--- src/hdl/cps_pkg.sv ---
`default_nettype none

package cps_pkg;

  localparam int unsigned COORD_W = 32;
  localparam int unsigned DIFF_W  = COORD_W + 1;
  localparam int unsigned PROD_W  = 2 * DIFF_W;
  localparam int unsigned ACC_W   = PROD_W + 2;
  localparam int unsigned FRAC_W  = 16;
  localparam int unsigned DIST_W  = 64;

  typedef logic signed [COORD_W-1:0] coord_t;
  typedef logic signed [DIFF_W-1:0]  diff_t;
  typedef logic signed [PROD_W-1:0]  prod_t;
  typedef logic signed [ACC_W-1:0]   acc_t;
  typedef logic [FRAC_W-1:0]         frac_t;
  typedef logic [DIST_W-1:0]         dist_t;

  typedef struct packed {
    coord_t     target_x;
    coord_t     target_y;
    coord_t     target_z;
    coord_t     seg_start_x;
    coord_t     seg_start_y;
    coord_t     seg_start_z;
    coord_t     seg_end_x;
    coord_t     seg_end_y;
    coord_t     seg_end_z;
    logic       last_segment;
  } req_t;

  typedef struct packed {
    coord_t     near_x;
    coord_t     near_y;
    coord_t     near_z;
    logic       found;
  } rsp_t;

  // Micro-operation sequence of the shared multiplier, three axes per group.
  localparam logic [3:0] OP_DEN  = 4'd0;
  localparam logic [3:0] OP_NUM  = 4'd3;
  localparam logic [3:0] OP_PT   = 4'd6;
  localparam logic [3:0] OP_DIST = 4'd9;
  localparam logic [3:0] OP_LAST = 4'd11;

  typedef enum logic [1:0] {
    GRP_DEN,
    GRP_NUM,
    GRP_PT,
    GRP_DIST
  } grp_e;

endpackage

`default_nettype wire

--- src/hdl/cps_mul.sv ---
`default_nettype none

module cps_mul (
  input  wire logic            clk_i,
  input  wire cps_pkg::diff_t  op_a_i,
  input  wire cps_pkg::diff_t  op_b_i,
  output cps_pkg::prod_t       prod_o
);

  cps_pkg::prod_t prod_q;

  always_ff @(posedge clk_i) begin
    prod_q <= cps_pkg::prod_t'(op_a_i) * cps_pkg::prod_t'(op_b_i);
  end

  assign prod_o = prod_q;

endmodule

`default_nettype wire

--- config.mk ---
export PLATFORM = sky130hd
export DESIGN_NAME = cps_mul
export DESIGN_NICKNAME = d
export VERILOG_FILES = /design/src/hdl/cps_pkg.sv /design/src/hdl/cps_mul.sv
export SDC_FILE = /design/constraint.sdc
export NUM_CORES = 2
export LEC_CHECK = 0
export ABC_AREA = 1
export BUFFER_PORTS_ARGS = -buffer_cell sky130_fd_sc_hd__clkbuf_2
export CAP_MARGIN = 10
export CORE_ASPECT_RATIO = 2
export CORE_MARGIN = 2
export CORE_UTILIZATION = 30
export CTS_CLUSTER_DIAMETER = 100
export DETAILED_ROUTE_END_ITERATION = 8
export PLACE_DENSITY_LB_ADDON = 0.05
export SLEW_MARGIN = 10
export SYNTH_ARGS = -nofsm -noshare
export SYNTH_HDL_FRONTEND = slang
export SYNTH_SLANG_ARGS = --single-unit
--- constraint.sdc ---
create_clock -name clk_i -period 8.5 [get_ports clk_i]
set_input_delay 0.425 -clock clk_i [delete_from_list [all_inputs] [get_ports clk_i]]
set_output_delay 0.425 -clock clk_i [all_outputs]
set_load 0.02 [all_outputs]
==> flow_metrics.env <==
export IMPL_maxSlewHeadroom=0.379
export IMPL_die_w_um=272
export IMPL_syn_instance_count=5543
export IMPL_grt_max_degree=34
export IMPL_worstSetupPathType="in -> reg"
export IMPL_fin_nets=6998
export IMPL_drcViolationCount=0
export IMPL_insertedDiodeCount=0
export IMPL_synthTopCellsByArea="fa_1 (53%), inv_1 (16%), nand2_1 (13%)"
export IMPL_status="completed"
export IMPL_antenna_found_initial=6
export IMPL_setup_tns_ns=0
export IMPL_critPathMaxFanout=27
export IMPL_cts_resized_gates=0
export IMPL_grt_use_total=0.235
export IMPL_gp_congestion=0.876
export IMPL_dp_hpwl_um=148000
export IMPL_cts_tree="done"
export IMPL_pre_cts_ws_ns=0.623
export IMPL_die_h_um=540
export IMPL_initial_core_util=0.302
export IMPL_htreeDepth=3
export IMPL_grt_pass1_vias=38100
export IMPL_io_pins=133
export IMPL_synth_top_cells_by_count="inv_1 (1894), nand2_1 (1517), fa_1 (1145), clkbuf_1 (262), ha_1 (217)"
export IMPL_final_min_clock_period_ns=7.50
export IMPL_synth_main_ff_cell="dfxtp_1"
export IMPL_drive_gt1_frac=0.0637
export IMPL_clkTransAtPathRegs_ns=0.07
export IMPL_hold_path_class="in -> reg"
export IMPL_avgSynthCellArea_um2=7.79
export IMPL_root_buffer="clkbuf_16"
export IMPL_yosysTopAreaCell="fa_1"
export IMPL_wl_um=166000
export IMPL_setup_ws_ns=1.00
export IMPL_clock_sinks=66
export IMPL_start_kind="input pin"
export IMPL_rsz0062_at_grt="no"
export IMPL_synth_seq_cells=66
export IMPL_setup_violations=0
export IMPL_vias=32800
export IMPL_syn_area_mm2=0.0432
export IMPL_finalMaxSlewViolations=0
export IMPL_yosysMostFrequentCell="inv_1"
export IMPL_cts_buffers=9
export IMPL_vias_per_cell=4.40
export IMPL_largest_reg_flops=66
export IMPL_postRouteAntennaNets=0
export IMPL_cp_end_kind="flop"
export IMPL_synth_top_cell_area_share=0.531
export IMPL_cap_violations=0
export IMPL_hold_buffers=0
export IMPL_grt_pass1_wl_um=248000
export IMPL_post_drt_wl_per_cell_um=22.3
export IMPL_first_pass_iters=5
export IMPL_post_route_period_util=0.882
export IMPL_drt_iter0_markers=1426
export IMPL_ys_seq_area_frac=0.0306
export IMPL_crit_required_ns=8.82
export IMPL_synth_edff_count=0
export IMPL_synthDistinctLibCells=35
export IMPL_grt_overflow=0
export IMPL_hold_viol=0
export IMPL_cts_setup_buffers=0
export IMPL_io_buffers=132
export IMPL_syn2layout_area_growth_pct=8.58
export IMPL_synthArstFlopShare=0
export IMPL_worstPathArrival_ns=7.82
export IMPL_rows=196
export IMPL_yosysWarnings=0
export IMPL_max_freq_mhz=133
export IMPL_clockBufferDepth=2
export IMPL_die_area_mm2=0.147
export IMPL_max_slew_worst_pin_slew_ns=0.931
export IMPL_core_mm2=0.143
export IMPL_syn_nets=6972
## final timing paths
kind	startpoint	endpoint	slack [ns]	cells past startpoint
setup / recovery	op_b_i[8]	prod_o[41]	1.00	25
hold / removal	op_b_i[0]	prod_o[0]	0.65	4
## routing by layer
layer,up-vias,wire [um],global-route usage
met5,-,13,0
met4,2,8000,0.0907
met3,210,2750,0.0112
met2,513,105000,0.518
met1,17000,50300,0.212
li1,15000,-,-
## stage by stage
| step | hold slack, ns | instances | util | instance area (um^2) |
|---|---|---|---|---|
| detailed placement | 0.842 | 7439 | 0.326 | 46600 |
| finish | 0.652 | 7455 | 0.328 | 46900 |
| global route | 0.670 | 7455 | 0.328 | 46900 |
| floorplan | 0.689 | 5543 | - | 43200 |
| CTS | 0.648 | 7455 | 0.328 | 46900 |
| global placement | 0.843 | 7439 | 0.326 | 46600 |
## cell usage in the layout, fill, tap and decap left out, types with 9 or more instances in the layout
cell type and instances:
nor2_2 20, ha_1 217, clkbuf_2 132, inv_1 1893, buf_12 22, fa_1 1145
nand3_1 70, buf_4 124, dfxtp_1 66, o21bai_1 14, nand2_2 17, nand4_1 19
clkbuf_16 9, nand2_1 1517, a21oi_1 61, xor2_1 37, nor2_1 131, o21ai_0 19
## final cells by class
cell class / instances / area (um^2)
repair buffers: 278 / 2030
well taps: 1881 / 2350
fillers: 15700 / 95800
clock inverters: 4 / 50.0
inverters: 1895 / 7110
flip-flops and latches: 66 / 1320
clock buffers: 12 / 256
multi-input cells: 3319 / 33800
## critical path, stage by stage
cell      delay [ns]
clkbuf_2        0.65
buf_4           0.29
nand2_1         0.06
inv_1           0.09
fa_1            0.43
fa_1            0.49
fa_1            0.53
inv_1           0.06
fa_1            0.47
inv_1           0.05
fa_1            0.48
fa_1            0.51
fa_1            0.49
inv_1           0.05
fa_1            0.59
inv_1           0.08
ha_1            0.51
nand2_1         0.17
nor2_1          0.22
nand2_1         0.17
nor2_2          0.21
nand3_1         0.11
nand3_1         0.16
xor2_1          0.29
buf_4           0.20
## kinds of logic after synthesis
kind of cell / after synthesis / synth area share
buffers and inverters: 2158 / 0.188
AO/OA/AOI/OAI: 106 / 0.0138
flip-flops: 66 / 0.0306
adder cells (fa/ha/maj): 1362 / 0.594
XOR/XNOR: 41 / 0.00832
AND/OR/NAND/NOR: 1810 / 0.166
Power is left out: the tool's default activity adds up to more than one toggle a clock period on the data nets, which glitch-free logic cannot reach.
