File: src/hdl/cps_pkg.sv
`default_nettype none

package cps_pkg;

  localparam int unsigned COORD_W = 32;
  localparam int unsigned DIFF_W  = COORD_W + 1;
  localparam int unsigned PROD_W  = 2 * DIFF_W;
  localparam int unsigned ACC_W   = PROD_W + 2;
  localparam int unsigned FRAC_W  = 16;
  localparam int unsigned DIST_W  = 64;

  typedef logic signed [COORD_W-1:0] coord_t;
  typedef logic signed [DIFF_W-1:0]  diff_t;
  typedef logic signed [PROD_W-1:0]  prod_t;
  typedef logic signed [ACC_W-1:0]   acc_t;
  typedef logic [FRAC_W-1:0]         frac_t;
  typedef logic [DIST_W-1:0]         dist_t;

  typedef struct packed {
    coord_t     target_x;
    coord_t     target_y;
    coord_t     target_z;
    coord_t     seg_start_x;
    coord_t     seg_start_y;
    coord_t     seg_start_z;
    coord_t     seg_end_x;
    coord_t     seg_end_y;
    coord_t     seg_end_z;
    logic       last_segment;
  } req_t;

  typedef struct packed {
    coord_t     near_x;
    coord_t     near_y;
    coord_t     near_z;
    logic       found;
  } rsp_t;

  // Micro-operation sequence of the shared multiplier, three axes per group.
  localparam logic [3:0] OP_DEN  = 4'd0;
  localparam logic [3:0] OP_NUM  = 4'd3;
  localparam logic [3:0] OP_PT   = 4'd6;
  localparam logic [3:0] OP_DIST = 4'd9;
  localparam logic [3:0] OP_LAST = 4'd11;

  typedef enum logic [1:0] {
    GRP_DEN,
    GRP_NUM,
    GRP_PT,
    GRP_DIST
  } grp_e;

endpackage

`default_nettype wire

File: src/hdl/cps_div.sv
`default_nettype none

module cps_div (
  input  wire logic           clk_i,
  input  wire logic           rst_ni,
  input  wire logic           start_i,
  input  wire cps_pkg::acc_t  num_i,
  input  wire cps_pkg::acc_t  den_i,
  output logic                busy_o,
  output cps_pkg::frac_t      quo_o
);

  localparam logic [4:0] STEPS = 5'(cps_pkg::FRAC_W);

  logic                          busy_q, busy_d;
  logic [4:0]                    cnt_q, cnt_d;
  logic [cps_pkg::ACC_W-1:0]     rem_q, rem_d, den_q, den_d, rem2;
  cps_pkg::frac_t                quo_q, quo_d;
  logic                          ge;

  // Restoring division, one quotient bit per cycle.
  always_comb begin
    rem2   = {rem_q[cps_pkg::ACC_W-2:0], 1'b0};
    ge     = (rem2 >= den_q);
    busy_d = busy_q;
    cnt_d  = cnt_q;
    rem_d  = rem_q;
    den_d  = den_q;
    quo_d  = quo_q;
    if (start_i) begin
      busy_d = 1'b1;
      cnt_d  = STEPS;
      rem_d  = num_i;
      den_d  = den_i;
      quo_d  = '0;
    end else if (busy_q) begin
      rem_d = ge ? (rem2 - den_q) : rem2;
      quo_d = {quo_q[cps_pkg::FRAC_W-2:0], ge};
      cnt_d = cnt_q - 5'd1;
      if (cnt_q == 5'd1) begin
        busy_d = 1'b0;
      end
    end
  end

  always_ff @(posedge clk_i or negedge rst_ni) begin
    if (!rst_ni) begin
      busy_q <= 1'b0;
      cnt_q  <= '0;
    end else begin
      busy_q <= busy_d;
      cnt_q  <= cnt_d;
    end
  end

  always_ff @(posedge clk_i) begin
    rem_q <= rem_d;
    den_q <= den_d;
    quo_q <= quo_d;
  end

  assign busy_o = busy_q;
  assign quo_o  = quo_q;

endmodule

`default_nettype wire

File: config.mk
export PLATFORM = sky130hd
export DESIGN_NAME = cps_div
export DESIGN_NICKNAME = d
export VERILOG_FILES = /design/src/hdl/cps_pkg.sv /design/src/hdl/cps_div.sv
export SDC_FILE = /design/constraint.sdc
export NUM_CORES = 1
export LEC_CHECK = 0
export CORE_MARGIN = 4
export CORE_UTILIZATION = 53
export DETAILED_ROUTE_END_ITERATION = 6
export DONT_BUFFER_PORTS = 1
export PLACE_DENSITY_LB_ADDON = 0.08
export SLEW_MARGIN = 20
export SYNTH_ARGS = -nofsm -noshare
export SYNTH_HDL_FRONTEND = slang
export SYNTH_SLANG_ARGS = --single-unit
File: constraint.sdc
create_clock -name clk_i -period 5.85 [get_ports clk_i]
set_clock_uncertainty 0.05 [all_clocks]
set_input_delay 1.4625 -clock clk_i [delete_from_list [all_inputs] [get_ports clk_i]]
set_output_delay 1.4625 -clock clk_i [all_outputs]
set_load 0.02 [all_outputs]
==> results of run 1 <==
cell families (layout without fill, tap and decap cells):
family                     count (synthesis)  in the layout  synth area share
buffers and inverters                    150            129           0.05498
muxes                                     65             65           0.06139
xor gates and xnor gates                  63             63           0.05137
DFF                                      157            157            0.4212
and+or+nand+nor                          304            304            0.1358
adders and majority gates                 71             71           0.08340
AOI/OAI and AO/OA                        331            331            0.1918
other                                      0              1                 0
layer usage:
layer / global-route usage / routed length [um] / share of wire / vias up
met5: 0 / 20 / 0.00076 / -
met4: 0.06633 / 496 / 0.019 / 2
met3: 0.06412 / 1925 / 0.073 / 35
met2: 0.3508 / 11560 / 0.44 / 270
met1: 0.3313 / 12460 / 0.47 / 3895
li1: - / - / - / 4094
worst register-to-register path, stage by stage, from the launching register on:
cell and delay [ns]:
edfxtp_1 0.39, ha_1 0.37, a21o_1 0.22, a21o_1 0.20
or2_2 0.33, a21boi_1 0.43, o2111ai_1 0.22, a21oi_2 0.32
a21oi_2 0.20, a31oi_2 0.66, nor2_1 0.42, a221o_1 0.43
power breakdown:
part	internal [mW]	switching, mW
Sequential	1.60	0.186
Clock	0.562	0.515
Combinational	1.50	2.19
state kept, by name (all words and copies together) (netlist names):
register / flops
cnt_q: 5
den_q: 68
rem_q: 67
busy_o: 1
quo_o: 16
worst paths after layout:
check,from,to,slack (ns),depth (start not counted)
min,cnt_q[4],cnt_q[4],0.48,2
min in group asynchronous,rst_ni,cnt_q[3],0.66,0
max,rem_q[3],rem_q[63],1.38,11
max reg2reg,rem_q[3],rem_q[63],1.38,11
max in group asynchronous,rst_ni,busy_o,5.01,0
min reg2reg,cnt_q[4],cnt_q[4],0.48,2
synthesized netlist by cell type (3+ instances only):
cell type  count  area share
inv_1         92       0.032
dfrtp_1        6       0.014
clkbuf_1      45       0.016
buf_1          4      0.0014
o2111ai_1      3      0.0024
o21a_1         8      0.0056
nor2_1       109       0.038
nor4b_1        4      0.0033
a221o_1        7      0.0065
and3_1        22       0.013
a31oi_1        9      0.0052
or2_2          3      0.0017
xor2_1        20       0.016
o31ai_1        6      0.0042
o41ai_1        4      0.0033
nand4_1       25       0.015
a21o_1        39       0.027
nor2b_1        6      0.0035
and4_1         6      0.0049
a211oi_1       8      0.0056
o21bai_1      15       0.010
o21ai_0       58       0.027
o211ai_1       4      0.0028
xnor2_1       43       0.035
a21oi_1      134       0.062
dfxtp_1       16       0.030
edfxtp_1     135        0.38
a221oi_1       3      0.0024
mux2_2         7      0.0073
a21boi_0       4      0.0028
nand3_1       15      0.0070
buf_2          4      0.0019
nor4_1         6      0.0035
nand2b_1       5      0.0029
a2bb2oi_1     10      0.0082
nand2_1       75       0.026
buf_4          4      0.0028
mux2i_1       58       0.054
ha_1          70       0.082
nor3_1        14      0.0065
cells in the final DEF, fill, tap and decap left out, types with 15 or more instances in the layout:
cell type,Yosys,routed
a21o_1,39,39
a21oi_1,134,134
and3_1,22,22
clkbuf_16,0,17
dfxtp_1,16,16
edfxtp_1,135,135
ha_1,70,70
inv_1,92,91
mux2i_1,58,58
nand2_1,75,75
nand3_1,15,15
nand4_1,25,25
nor2_1,109,109
o21ai_0,58,58
o21bai_1,15,15
xnor2_1,43,43
xor2_1,20,20
metrics by stage:
step,std cells,util
after floorplan,1141,-
after global placement,1353,0.5518
after detailed placement,1353,0.5519
after CTS,1385,0.5799
after global routing,1386,0.5800
final,1386,0.5800
area by class of cell:
type / instances / share of cell area
Clock buffer: 18 / 0.03752
Multi-Input combinational cell: 834 / 0.4933
Inverter: 92 / 0.03019
Clock inverter: 14 / 0.01083
Tap cell: 265 / 0.02899
Timing Repair Buffer: 5 / 0.003282
Antenna cell: 1 / 0.0002188
Sequential cell: 157 / 0.3957
==> reports/results.ini, run 1 <==
[clock_network]
cts_tree=done
ctsResizeCount=0
clkLatencyLatePin_ns=0.44
cts_made_buffers=17
postCtsHoldBufs=0
postCtsSetupRepairBufs=0
path_clk_slew_ns=0.07
root_buffer=clkbuf_16
cts_sinks=157
clockBufferDepth=2
htree_num_levels=4

[die]
rows=51
coreArea_mm2=0.01972
fp.dieH_um=150.4
die-area_mm2=0.02261
io_pins=156
initial_core_util=0.5448
dieWidth_um=150.4

[sta]
fin_ws_ns=1.376
setup_viol=0
worstMarginPinSlew_ns=0.9699
final_max_slew_viol_count=0
fin_crit_sh=0.7648
rsz0062_at_grt=false
finalWorstPathRequiredPeriod_ns=4.474
fin_setup_tns_ns=0
hold_ws_ns=0.4770
hold_violations=0
fmax_ghz=0.2235
relSlewSlack=0.3534

[detailed_routing]
via_count=8296
wl_per_cell_um=19.09
drt_first_pass_iters=5
drtAntennaViolNets=0
wirelength_mm=26.45
route.detailed.drc=0
drtIter0Drc=602
vias_per_cell=5.986

[finish]
regArea_mm2=0.004526
multiInputGateArea_mm2=0.005642
final_nets=1317
syn_to_final_growth_pct=6.476
post_route_cells_drive_above_1_share=0.05357
num-fill-cells=1776
stdcell_area_mm2=0.01144

[placed_design]
hpwl_mm=19.39
finalWeightedCongestion=0.9209
dp_slack_ns=1.428
numPortBuffers=0
place_area_mm2=0.01088

[worst_setup_path]
crit_required_ns=5.98
max_stage_delay_ns=0.65
cp.arrival_ns=4.61
critPathBufInv=0
crit_family=compound AO/OA/AOI/OAI gates
crit_chain=ha_1 -> a21o_1 -> a21o_1 -> or2_2 -> a21boi_1 -> o2111ai_1 -> a21oi_2 -> a21oi_2 -> a31oi_2 -> nor2_1 -> a221o_1
start_kind=register
cp_slowest_cell=a31oi_2
path_class=register to register
end_kind=register
cp_max_fo=12

[grt]
grt_max_degree=140
antenna_found_initial=2
grt_pass1_wl_mm=41.70
grt_pass1_vias=8006
grt_overflow=0
track_usage=0.2333

[power]
peakVddDrop_v=0.0002221
power_mw=6.545
leakagePower_nw=4.839
power.density_mw_per_mm2=572.2

[yosys]
ys_dominant_reg_cell=edfxtp_1
synthDistinctLibCells=65
synth-seq-cells=157
synth_area_mm2=0.01074
ys_seq_area_frac=0.4212
synth_edf_count=135
postSynthCellCount=1141
ys_warn_count=0
syn_nets=1351
synthArstFlopShare=0.03822
syn_area_per_cell_um2=9.414

[run_status]
status=complete, no violations

[hold_path]
hp-class=register to register

[run]
cap_violations=0

Power figures use the tool's default switching activity.
==> run 2, diff against run 1 <==
==> constraint.sdc (replaced) <==
create_clock -name clk_i -period 4.5 [get_ports clk_i]
set_clock_uncertainty 0.05 [all_clocks]
set_input_delay 1.125 -clock clk_i [delete_from_list [all_inputs] [get_ports clk_i]]
set_output_delay 1.125 -clock clk_i [all_outputs]
set_load 0.02 [all_outputs]
==> run 2 against run 1 <==
- first-iteration DRC count up 2.7%
- cell area up 1.0%
- critical path depth up 1
- sequential cell count unchanged
- via count up 0.60%
- global-route usage up 0.092 points
- largest cell class unchanged
==> reports/results.ini, run 2 (synthesis gave the netlist of run 1 again) <==
[detailed_routing]
drtIter0Drc=618
wl_per_cell_um=18.96
wirelength_mm=26.45
drt_first_pass_iters=5
vias_per_cell=5.983
via_count=8346
drtAntennaViolNets=0
route.detailed.drc=0

[run]
cap_violations=0

[run_status]
status=complete, no violations

[worst_setup_path]
crit_chain=ha_1 -> nand2_2 -> or4_4 -> nor3_4 -> nand2_1 -> o2111ai_1 -> a21oi_2 -> a21oi_2 -> a31o_4 -> buf_4 -> mux2i_1 -> a21oi_1
critPathMostFrequentCell=a21oi_2
crit_family=compound AO/OA/AOI/OAI gates
critPathBufInv=1
max_stage_delay_ns=0.57
end_kind=register
path_class=register to register
cp_slowest_cell=or4_4
cp_max_fo=21
start_kind=register
crit_required_ns=4.60
cp.arrival_ns=4.19

[placed_design]
numPortBuffers=0
place_area_mm2=0.01098
finalWeightedCongestion=0.9282
hpwl_mm=19.72

[sta]
rsz0062_at_grt=false
fin_crit_sh=0.9092
final_max_slew_viol_count=0
worstMarginPinSlew_ns=0.8955
relSlewSlack=0.4030
fin_setup_tns_ns=0
hold_violations=0
finalWorstPathRequiredPeriod_ns=4.091
setup_viol=0
fmax_ghz=0.2444

[clock_network]
postCtsSetupRepairBufs=0
path_clk_slew_ns=0.07
postCtsHoldBufs=0
htree_num_levels=4
clkLatencyLatePin_ns=0.43
root_buffer=clkbuf_16
clockBufferDepth=2
cts_tree=done
cts_sinks=157
cts_made_buffers=17
ctsResizeCount=0

[finish]
most-common-layout-cells=edfxtp_1 (135), a21oi_1 (134), nor2_1 (109)
largest_reg_flops=68
largest-register=den_q
final_nets=1327
post-route-util=0.5859
syn_to_final_growth_pct=7.548
post_route_cells_drive_above_1_share=0.06106
stdcell_area_mm2=0.01155
n_antenna_cell=0
mostFrequentLayoutCell=edfxtp_1

[grt]
grt_max_degree=140
grt_pass1_wl_mm=41.99
antenna_found_initial=1
grt_overflow=0
track_usage=0.2342
grt_pass1_vias=8183

[die]
io_pins=156
dieWidth_um=150.4
rows=51
coreArea_mm2=0.01972
initial_core_util=0.5448
fp.dieH_um=150.4
die-area_mm2=0.02261

[power]
leakagePower_nw=4.907
power_mw=8.624
power.density_mw_per_mm2=746.5
peakVddDrop_v=0.0003138

[hold_path]
hp-class=input port to async pin

run 2: cell types whose count changed in the layout (fill, tap and decap cells not counted):
cell,change
clkbuf_16,+1
inv_4,-1
buf_12,+2
dfrtp_2,-1
dfrtp_1,+1
buf_4,+8
clkinv_4,-2
inv_6,+2
diode_2,-1
run 2: cell type report:
class	instances	area, um2
well taps	265	331.6
inverters	92	345.3
clock buffers	19	454.2
fillers	1756	8165
repair buffers	15	137.6
clock inverters	13	117.6
multi-input cells	834	5642
flip-flops and latches	157	4524
run 2: where the power goes:
group | switching, mW | internal [mW] | total [mW]
clock | 0.673 | 0.766 | 1.44
combinational | 2.86 | 2.02 | 4.88
sequential | 0.226 | 2.08 | 2.31
total | 3.76 | 4.86 | 8.62
run 2: layer usage:
metal | track usage | routed length, um | up-vias
met5 | 0 | 13 | -
met4 | 0.05764 | 359 | 2
met3 | 0.05900 | 1857 | 25
met2 | 0.3685 | 11980 | 268
met1 | 0.3256 | 12240 | 3939
li1 | - | - | 4112
run 2: worst paths after layout:
path,startpoint,end,slack (ns),cells past startpoint
max,rem_q[20],rem_q[40],0.41,12
min,rst_ni,busy_o,0.33,0
max reg2reg,rem_q[20],rem_q[40],0.41,12
min reg2reg,cnt_q[4],cnt_q[4],0.48,2
max in group asynchronous,rst_ni,cnt_q[4],4.00,0
min in group clk_i,cnt_q[4],cnt_q[4],0.48,2
run 2: worst register-to-register path, stage by stage, from the launching register on:
cell       delay [ns]
edfxtp_1         0.41
ha_1             0.42
nand2_2          0.14
or4_4            0.57
nor3_4           0.16
nand2_1          0.09
o2111ai_1        0.24
a21oi_2          0.11
a21oi_2          0.40
a31o_4           0.48
buf_4            0.34
mux2i_1          0.30
a21oi_1          0.11
run 2: metrics by stage:
| stage | setup WS [ns] | hold WS (ns) | std cells |
|---|---|---|---|
| after floorplan | 0.9683 | 0.4354 | 1141 |
| after global placement | 0.5114 | 0.4549 | 1363 |
| after detailed placement | 0.4055 | 0.4667 | 1363 |
| after CTS | 0.3892 | 0.3071 | 1395 |
| after global routing | 0.1962 | 0.3084 | 1395 |
| final | 0.4085 | 0.3309 | 1395 |
